<file path="src/rtl/lpmd_pkg.sv">
// shared types and constants for the length-prefixed message deframer
package lpmd_pkg;

   // header layout defaults
   localparam int ID_BYTES_DEF  = 2;
   localparam int LEN_BYTES_DEF = 2;

   // queue between front and back
   localparam int Q_DEPTH_DEF = 2;

   // field widths
   localparam int BYTE_W  = 8;
   localparam int FIELD_W = 16;

   // size limit after reset
   localparam logic [FIELD_W-1:0] SIZE_LIMIT_RESET = 16'd2048;

   // result kind codes
   typedef enum logic [1:0] {
      KIND_PAYLOAD = 2'd0,
      KIND_EMPTY   = 2'd1,
      KIND_BAD_ID  = 2'd2,
      KIND_BAD_LEN = 2'd3
   } kind_type;

   // one result word
   typedef struct packed {
      kind_type            kind;
      logic [BYTE_W-1:0]   data_byte;
      logic [FIELD_W-1:0]  msg_id;
      logic [FIELD_W-1:0]  msg_len;
      logic                first;
      logic                last;
   } rsp_item_type;

   // push side of the queue
   typedef struct packed {
      logic         valid;
      rsp_item_type item;
   } q_push_type;

   // pop side status of the queue
   typedef struct packed {
      logic         full;
      logic         empty;
      rsp_item_type head;
   } q_status_type;

endpackage

</file>
<file path="src/rtl/length_prefixed_message_deframer.sv">
// Length-prefixed message deframer. Takes one byte word per cycle on req_, gathers a
// big-endian header of ID_BYTES id bytes and LEN_BYTES length bytes, checks both against
// the size limit register (written on csr_, unsigned compare, 2048 after reset) and then
// streams that many payload bytes on rsp_, each tagged with id, length, first (tuser[2])
// and last (tlast). A zero length gives one empty-message word; an id or length above the
// size limit gives one error word and all later input is consumed and dropped until reset.
// The front end handles every word combinationally, so req_ sustains one word per cycle
// while rsp_ is not stalled; a result is written into the small queue at the edge that
// takes its input word and then moves into the output register, which drives rsp_, once
// that register is empty or being taken. req_tready falls only when that queue is full.
module length_prefixed_message_deframer #(
   parameter int ID_BYTES  = lpmd_pkg::ID_BYTES_DEF,
   parameter int LEN_BYTES = lpmd_pkg::LEN_BYTES_DEF,
   parameter int Q_DEPTH   = lpmd_pkg::Q_DEPTH_DEF
) (
   input  logic        clock,
   input  logic        reset,
   input  logic        req_tvalid,
   output logic        req_tready,
   input  logic [7:0]  req_tdata,   // in_byte[7:0]
   output logic        rsp_tvalid,
   input  logic        rsp_tready,
   output logic [39:0] rsp_tdata,   // data_byte[7:0], msg_id[23:8], msg_len[39:24]
   output logic [2:0]  rsp_tuser,   // kind[1:0], first[2]
   output logic        rsp_tlast,
   // size limit write
   input  logic        csr_valid,
   output logic        csr_ready,
   input  logic [15:0] csr_wdata
);
   import lpmd_pkg::*;

   q_push_type   q_push;
   q_status_type q_status;
   logic         q_pop;

   lpmd_front #(
      .ID_BYTES  (ID_BYTES),
      .LEN_BYTES (LEN_BYTES)
   ) u_front (
      .clock      (clock),
      .reset      (reset),
      .req_tvalid (req_tvalid),
      .req_tready (req_tready),
      .req_tdata  (req_tdata),
      .csr_valid  (csr_valid),
      .csr_ready  (csr_ready),
      .csr_wdata  (csr_wdata),
      .q_full     (q_status.full),
      .q_push     (q_push)
   );

   lpmd_queue #(
      .DEPTH (Q_DEPTH)
   ) u_queue (
      .clock    (clock),
      .reset    (reset),
      .q_push   (q_push),
      .q_pop    (q_pop),
      .q_status (q_status)
   );

   lpmd_back u_back (
      .clock      (clock),
      .reset      (reset),
      .q_status   (q_status),
      .q_pop      (q_pop),
      .rsp_tvalid (rsp_tvalid),
      .rsp_tready (rsp_tready),
      .rsp_tdata  (rsp_tdata),
      .rsp_tuser  (rsp_tuser),
      .rsp_tlast  (rsp_tlast)
   );

endmodule

</file>
<file path="src/rtl/lpmd_front.sv">
// front end: header collection, limit checks and payload tagging
module lpmd_front #(
   parameter int ID_BYTES  = lpmd_pkg::ID_BYTES_DEF,
   parameter int LEN_BYTES = lpmd_pkg::LEN_BYTES_DEF
) (
   input  logic                 clock,
   input  logic                 reset,
   // incoming byte stream
   input  logic                 req_tvalid,
   output logic                 req_tready,
   input  logic [7:0]           req_tdata,
   // size limit register write
   input  logic                 csr_valid,
   output logic                 csr_ready,
   input  logic [15:0]          csr_wdata,
   // queue interface
   input  logic                 q_full,
   output lpmd_pkg::q_push_type q_push
);
   import lpmd_pkg::*;

   localparam int HDR_TOTAL = ID_BYTES + LEN_BYTES;
   localparam int HB_W      = (HDR_TOTAL - 1) * BYTE_W;
   localparam int CNT_W     = $clog2(HDR_TOTAL);
   localparam int ID_W      = ID_BYTES * BYTE_W;
   localparam int LEN_W     = LEN_BYTES * BYTE_W;
   localparam int CMP_W0    = (ID_W > LEN_W) ? ID_W : LEN_W;
   localparam int CMP_W     = (CMP_W0 > FIELD_W) ? CMP_W0 : FIELD_W;
   localparam logic [CNT_W-1:0] CNT_LAST = CNT_W'(HDR_TOTAL - 1);

   logic [FIELD_W-1:0] size_limit_ff, size_limit_in;
   logic [HB_W-1:0]    header_bytes_ff, header_bytes_in;
   logic [CNT_W-1:0]   header_count_ff, header_count_in;
   logic [FIELD_W-1:0] current_id_ff, current_id_in;
   logic [FIELD_W-1:0] current_len_ff, current_len_in;
   logic [FIELD_W-1:0] bytes_left_ff, bytes_left_in;
   logic               halted_ff, halted_in;

   logic                    accept;
   logic [HDR_TOTAL*8-1:0]  whole;
   logic [ID_W-1:0]         id_val;
   logic [LEN_W-1:0]        len_val;
   logic [CMP_W-1:0]        id_ext, len_ext, max_ext;

   assign csr_ready  = 1'b1;
   assign req_tready = !q_full;
   assign accept     = req_tvalid && req_tready;

   // split the completed header
   assign whole   = {header_bytes_ff, req_tdata};
   assign len_val = whole[LEN_W-1:0];
   assign id_val  = whole[HDR_TOTAL*8-1:LEN_W];
   assign id_ext  = CMP_W'(id_val);
   assign len_ext = CMP_W'(len_val);
   assign max_ext = CMP_W'(size_limit_ff);

   // classify the word and update state
   always_comb begin
      size_limit_in   = size_limit_ff;
      header_bytes_in = header_bytes_ff;
      header_count_in = header_count_ff;
      current_id_in   = current_id_ff;
      current_len_in  = current_len_ff;
      bytes_left_in   = bytes_left_ff;
      halted_in       = halted_ff;
      q_push          = '0;

      if (csr_valid && csr_ready) begin
         size_limit_in = csr_wdata;
      end

      if (accept && !halted_ff) begin
         if (bytes_left_ff != '0) begin
            // payload byte
            q_push.valid          = 1'b1;
            q_push.item.kind      = KIND_PAYLOAD;
            q_push.item.data_byte = req_tdata;
            q_push.item.msg_id    = current_id_ff;
            q_push.item.msg_len   = current_len_ff;
            q_push.item.first     = (bytes_left_ff == current_len_ff);
            q_push.item.last      = (bytes_left_ff == FIELD_W'(1));
            bytes_left_in         = bytes_left_ff - FIELD_W'(1);
         end else if (header_count_ff != CNT_LAST) begin
            // header byte, no result
            header_bytes_in = HB_W'({header_bytes_ff, req_tdata});
            header_count_in = header_count_ff + CNT_W'(1);
         end else begin
            // header complete
            header_bytes_in     = '0;
            header_count_in     = '0;
            q_push.item.msg_id  = FIELD_W'(id_val);
            q_push.item.msg_len = FIELD_W'(len_val);
            if (id_ext > max_ext) begin
               q_push.valid     = 1'b1;
               q_push.item.kind = KIND_BAD_ID;
               halted_in        = 1'b1;
            end else if (len_ext > max_ext) begin
               q_push.valid     = 1'b1;
               q_push.item.kind = KIND_BAD_LEN;
               halted_in        = 1'b1;
            end else begin
               current_id_in  = FIELD_W'(id_val);
               current_len_in = FIELD_W'(len_val);
               if (len_val == '0) begin
                  q_push.valid     = 1'b1;
                  q_push.item.kind = KIND_EMPTY;
                  q_push.item.last = 1'b1;
               end else begin
                  bytes_left_in = FIELD_W'(len_val);
               end
            end
         end
      end
   end

   // state registers
   always_ff @(posedge clock) begin
      if (reset) begin
         size_limit_ff   <= SIZE_LIMIT_RESET;
         header_bytes_ff <= '0;
         header_count_ff <= '0;
         current_id_ff   <= '0;
         current_len_ff  <= '0;
         bytes_left_ff   <= '0;
         halted_ff       <= 1'b0;
      end else begin
         size_limit_ff   <= size_limit_in;
         header_bytes_ff <= header_bytes_in;
         header_count_ff <= header_count_in;
         current_id_ff   <= current_id_in;
         current_len_ff  <= current_len_in;
         bytes_left_ff   <= bytes_left_in;
         halted_ff       <= halted_in;
      end
   end

endmodule

</file>
<file path="src/rtl/lpmd_queue.sv">
// short queue of result words between front and back
module lpmd_queue #(
   parameter int DEPTH = lpmd_pkg::Q_DEPTH_DEF
) (
   input  logic                   clock,
   input  logic                   reset,
   input  lpmd_pkg::q_push_type   q_push,
   input  logic                   q_pop,
   output lpmd_pkg::q_status_type q_status
);
   import lpmd_pkg::*;

   localparam int PTR_W = (DEPTH > 1) ? $clog2(DEPTH) : 1;
   localparam int CNT_W = $clog2(DEPTH + 1);
   localparam logic [PTR_W-1:0] PTR_LAST = PTR_W'(DEPTH - 1);

   rsp_item_type     slots_ff [DEPTH];
   logic [PTR_W-1:0] wr_ptr_ff, wr_ptr_in;
   logic [PTR_W-1:0] rd_ptr_ff, rd_ptr_in;
   logic [CNT_W-1:0] count_ff, count_in;
   logic             do_push, do_pop;

   assign q_status.full  = (count_ff == CNT_W'(DEPTH));
   assign q_status.empty = (count_ff == '0);
   assign q_status.head  = slots_ff[rd_ptr_ff];

   assign do_push = q_push.valid && !q_status.full;
   assign do_pop  = q_pop && !q_status.empty;

   // pointer and count update
   always_comb begin
      wr_ptr_in = wr_ptr_ff;
      rd_ptr_in = rd_ptr_ff;
      count_in  = count_ff;
      if (do_push) begin
         wr_ptr_in = (wr_ptr_ff == PTR_LAST) ? '0 : wr_ptr_ff + PTR_W'(1);
      end
      if (do_pop) begin
         rd_ptr_in = (rd_ptr_ff == PTR_LAST) ? '0 : rd_ptr_ff + PTR_W'(1);
      end
      unique case ({do_push, do_pop})
         2'b10:   count_in = count_ff + CNT_W'(1);
         2'b01:   count_in = count_ff - CNT_W'(1);
         default: count_in = count_ff;
      endcase
   end

   always_ff @(posedge clock) begin
      if (reset) begin
         wr_ptr_ff <= '0;
         rd_ptr_ff <= '0;
         count_ff  <= '0;
      end else begin
         wr_ptr_ff <= wr_ptr_in;
         rd_ptr_ff <= rd_ptr_in;
         count_ff  <= count_in;
      end
   end

   // slot storage
   always_ff @(posedge clock) begin
      if (do_push) begin
         slots_ff[wr_ptr_ff] <= q_push.item;
      end
   end

endmodule

</file>
<file path="src/rtl/lpmd_back.sv">
// back end: output register feeding the result stream
module lpmd_back (
   input  logic                   clock,
   input  logic                   reset,
   input  lpmd_pkg::q_status_type q_status,
   output logic                   q_pop,
   output logic                   rsp_tvalid,
   input  logic                   rsp_tready,
   output logic [39:0]            rsp_tdata,  // data_byte[7:0], msg_id[23:8], msg_len[39:24]
   output logic [2:0]             rsp_tuser,  // kind[1:0], first[2]
   output logic                   rsp_tlast
);
   import lpmd_pkg::*;

   logic         valid_ff, valid_in;
   rsp_item_type item_ff, item_in;
   logic         load;

   // refill the register whenever it is empty or being taken
   assign load  = !valid_ff || rsp_tready;
   assign q_pop = load && !q_status.empty;

   always_comb begin
      valid_in = valid_ff;
      item_in  = item_ff;
      if (load) begin
         valid_in = !q_status.empty;
         item_in  = q_status.head;
      end
   end

   always_ff @(posedge clock) begin
      if (reset) begin
         valid_ff <= 1'b0;
      end else begin
         valid_ff <= valid_in;
      end
   end

   always_ff @(posedge clock) begin
      item_ff <= item_in;
   end

   // pack the word
   assign rsp_tvalid = valid_ff;
   assign rsp_tdata  = {item_ff.msg_len, item_ff.msg_id, item_ff.data_byte};
   assign rsp_tuser  = {item_ff.first, item_ff.kind};
   assign rsp_tlast  = item_ff.last;

endmodule
</file>
<file path="config.mk">
export PLATFORM = sky130hd
export DESIGN_NAME = length_prefixed_message_deframer
export DESIGN_NICKNAME = d
export VERILOG_FILES = /design/src/rtl/lpmd_pkg.sv /design/src/rtl/length_prefixed_message_deframer.sv /design/src/rtl/lpmd_front.sv /design/src/rtl/lpmd_queue.sv /design/src/rtl/lpmd_back.sv
export SDC_FILE = /design/constraint.sdc
export NUM_CORES = 1
export LEC_CHECK = 0
export BUFFER_PORTS_ARGS = -buffer_cell sky130_fd_sc_hd__buf_2
export CAP_MARGIN = 40
export CORE_MARGIN = 4
export CORE_UTILIZATION = 44
export CTS_BUF_LIST = sky130_fd_sc_hd__clkbuf_4 sky130_fd_sc_hd__clkbuf_8
export DETAILED_ROUTE_END_ITERATION = 16
export PLACE_DENSITY = 0.69
export SETUP_SLACK_MARGIN = 0.4
export SKIP_LAST_GASP = 1
export SLEW_MARGIN = 5
export SYNTH_ARGS = -nofsm -noshare
export SYNTH_HDL_FRONTEND = slang
export SYNTH_HIERARCHICAL = 1
export SYNTH_SLANG_ARGS = --single-unit
</file>
<file path="constraint.sdc">
create_clock -name clock -period 6.5 [get_ports clock]
set_input_delay 0.65 -clock clock [delete_from_list [all_inputs] [get_ports clock]]
set_output_delay 0.65 -clock clock [all_outputs]
set_load 0.005 [all_outputs]
</file>
==> impl_metrics.json <==
{
  "outcome": "completed",
  "worst-path-max-fanout": 19,
  "final_cell_mix": "edfxtp_1, dfxtp_1, buf_2, a21oi_1, nor2_1",
  "critPathRequiredTime_ps": 6690,
  "worstHoldStart": "csr_wdata[4]",
  "die_h_um": 159,
  "clock.fmax_mhz": 247,
  "num_rows": 55,
  "ant_nets": 0,
  "clock_latency_ps": 540,
  "dpl.hpwl_um": 15300,
  "powerDensity_nw_per_um2": 447,
  "io_pins": 76,
  "finalClockSkew_ps": 28.1,
  "synth_top_family_by_area": "simple AND/OR/NAND/NOR gates",
  "synthXorXnorAreaFrac_pct": 1.74,
  "vias": 6933,
  "post_cts_resized": 0,
  "ys_top_cells_by_area": "edfxtp_1, dfxtp_1, mux2_2",
  "die_x_um": 159,
  "area_growth_pct": 14.4,
  "portBuffers": 74,
  "final_common_cell": "edfxtp_1",
  "drv_slew": 0,
  "ys_ff_latch": 229,
  "n_antenna_cell": 0,
  "drive_gt1_share_pct": 22.7,
  "synth_async_sr_flop_share_pct": 0,
  "max-slew-margin-rel_pct": 36.1,
  "pre_cts_slack_ps": 2310,
  "synth_top_flop_cell": "edfxtp_1",
  "rsz0062_at_grt": "false",
  "muxShareOfSynthArea_pct": 10.1,
  "ys_seq_area_share_pct": 58.8,
  "yosysTopAreaCellShare_pct": 39.4,
  "dieArea_um2": 25300,
  "wl_per_cell_um": 18.8,
  "gr-usage-all-layers_pct": 18.1,
  "synth_area_um2": 10000,
  "grt_overflow": 0,
  "fp.coreArea_um2": 22600,
  "drt_first_pass_iters": 8,
  "final_core_util_pct": 50.9,
  "r2r_slack_ps": 2450,
  "cts_buffer_depth": 3,
  "arrival_ps": 4240,
  "setup-violations-final": 0,
  "ir_drop_mv": 0.232,
  "finalHoldViolCount": 0,
  "clkSlewWorstSetupHoldPaths_ps": 60,
  "yosys.area_share.simple_pct": 12.8,
  "cts_tree": "done",
  "r2r_start": "u_front/max_ext[14]",
  "crit_start": "u_front/max_ext[14]",
  "grt_max_degree": 77,
  "synth_cell_type_count": 62,
  "hold_class": "in -> reg",
  "grt_pass1_wl_um": 37300,
  "worstSetupPathType": "reg -> reg",
  "htree_levels": 2,
  "vias_per_cell": 5.58,
  "nNetsFinal": 996,
  "synth_compound_area_share_pct": 8.72,
  "worst_pin_slew_ps": 957,
  "synth_fa_ha_area_share_pct": 4.48,
  "synth_enable_flop_cells": 132,
  "finalCritPeriodShare_pct": 62.3,
  "end_kind": "register",
  "leakage_nw": 4.38,
  "yosys.area.top_type": "edfxtp_1",
  "setup-tns-final_ps": 0,
  "post-route-min-period_ps": 4050,
  "cap_violations": 0,
  "start_util_pct": 44.5,
  "grt_pass1_vias": 6915,
  "gp_congestion": 0.895,
  "drt_iter0_markers": 696,
  "cts_buffers": 38,
  "clock-sinks": 229,
  "yosysWarnings": 6,
  "clockRootBuffer": "clkbuf_8",
  "antenna_found_initial": 0,
  "netlist_instances": 852,
  "syn-mean-instance-area_um2": 11.8,
  "mappedNetlistNets": 917,
  "post_cts_buffers": 0,
  "drc": 0,
  "start_kind": "register",
  "wl_um": 23400,
  "fin_ws_ps": 2450,
  "hold_buffers": 0
}
-- metal layers --
metal	track usage [%]	up-vias	wire, um
met2	28.2	252	10300
met5	0	-	0
met4	6.94	0	710
met3	3.81	56	1690
met1	25.2	3333	10600
li1	-	3292	-
-- registers in the layout, summed over array words and instances (netlist names), 2 cells and up, named ones only --
name,flops
u_back/rsp_tuser,3
u_front/bytes_left_ff,16
u_queue/slots_ff,88
u_front/current_len_ff,16
u_front/current_id_ff,16
u_front/max_ext,16
u_queue/count_ff,2
u_back/rsp_tdata,40
u_front/header_count_ff,2
u_front/header_bytes_ff,24
-- path summary, 6_finish.rpt --
path	end	cells after the start
hold reg to reg	u_front/header_count_ff[1]	2
setup reg to reg	u_queue/slots_ff[0][33]	13
hold / removal	u_front/max_ext[4]	3
setup / recovery	u_queue/slots_ff[0][33]	13
-- cell usage after synthesis (all sizes together), types with 15 or more instances --
| cell | instances |
|---|---|
| a22o | 16 |
| mux2 | 47 |
| edfxtp | 132 |
| a21oi | 69 |
| inv | 28 |
| nand2 | 65 |
| clkbuf | 34 |
| ha | 36 |
| nand3 | 29 |
| buf | 16 |
| nand3b | 22 |
| nor2 | 68 |
| dfxtp | 97 |
| mux2i | 49 |
| xor2 | 18 |
| o21ai | 15 |
-- kinds of logic (layout without fill, tap and decap cells) --
kind of cell	Yosys count	count (layout)
AOI/OAI and AO/OA	137	137
xor gates and xnor gates	20	20
adders and majority gates	36	36
buffers and inverters	79	184
DFF	229	229
muxes	96	96
other	1	1
and+or+nand+nor	254	254
-- per-stage QoR --
| stage | hold slack [ps] | power, mW | instances | cell area, um2 |
|---|---|---|---|---|
| floorplan | 440 | 3.30 | 852 | 10000 |
| global placement | 451 | 3.82 | 1172 | 10600 |
| detailed placement | 458 | 3.91 | 1176 | 10700 |
| CTS | 348 | 5.18 | 1242 | 11500 |
| global route | 362 | 5.44 | 1242 | 11500 |
| finish | 372 | 5.14 | 1242 | 11500 |
-- power by group --
part	switching [mW]	internal (mW)
logic	0.974	0.644
registers	0.188	2.08
clock network	0.544	0.707
-- final cells by class --
type	instances	area [um2]
Tap cell	285	357
Clock buffer	62	728
Sequential cell	229	5910
Clock inverter	4	26.3
Multi-Input combinational cell	544	3820
Inverter	29	109
Timing Repair Buffer	89	556
Fill cell	2005	11100
-- worst max-delay path: stages, from the launching register on --
cell and delay, ps:
dfxtp_1 330, inv_1 60, ha_1 310, nand4_1 170
or3_1 410, a21o_1 170, a31oi_1 470, a21o_1 220
o21ai_0 100, a21oi_1 260, inv_1 80, or3_1 380
inv_1 390, buf_4 390
Note: power is estimated with default switching activity, not from simulation.
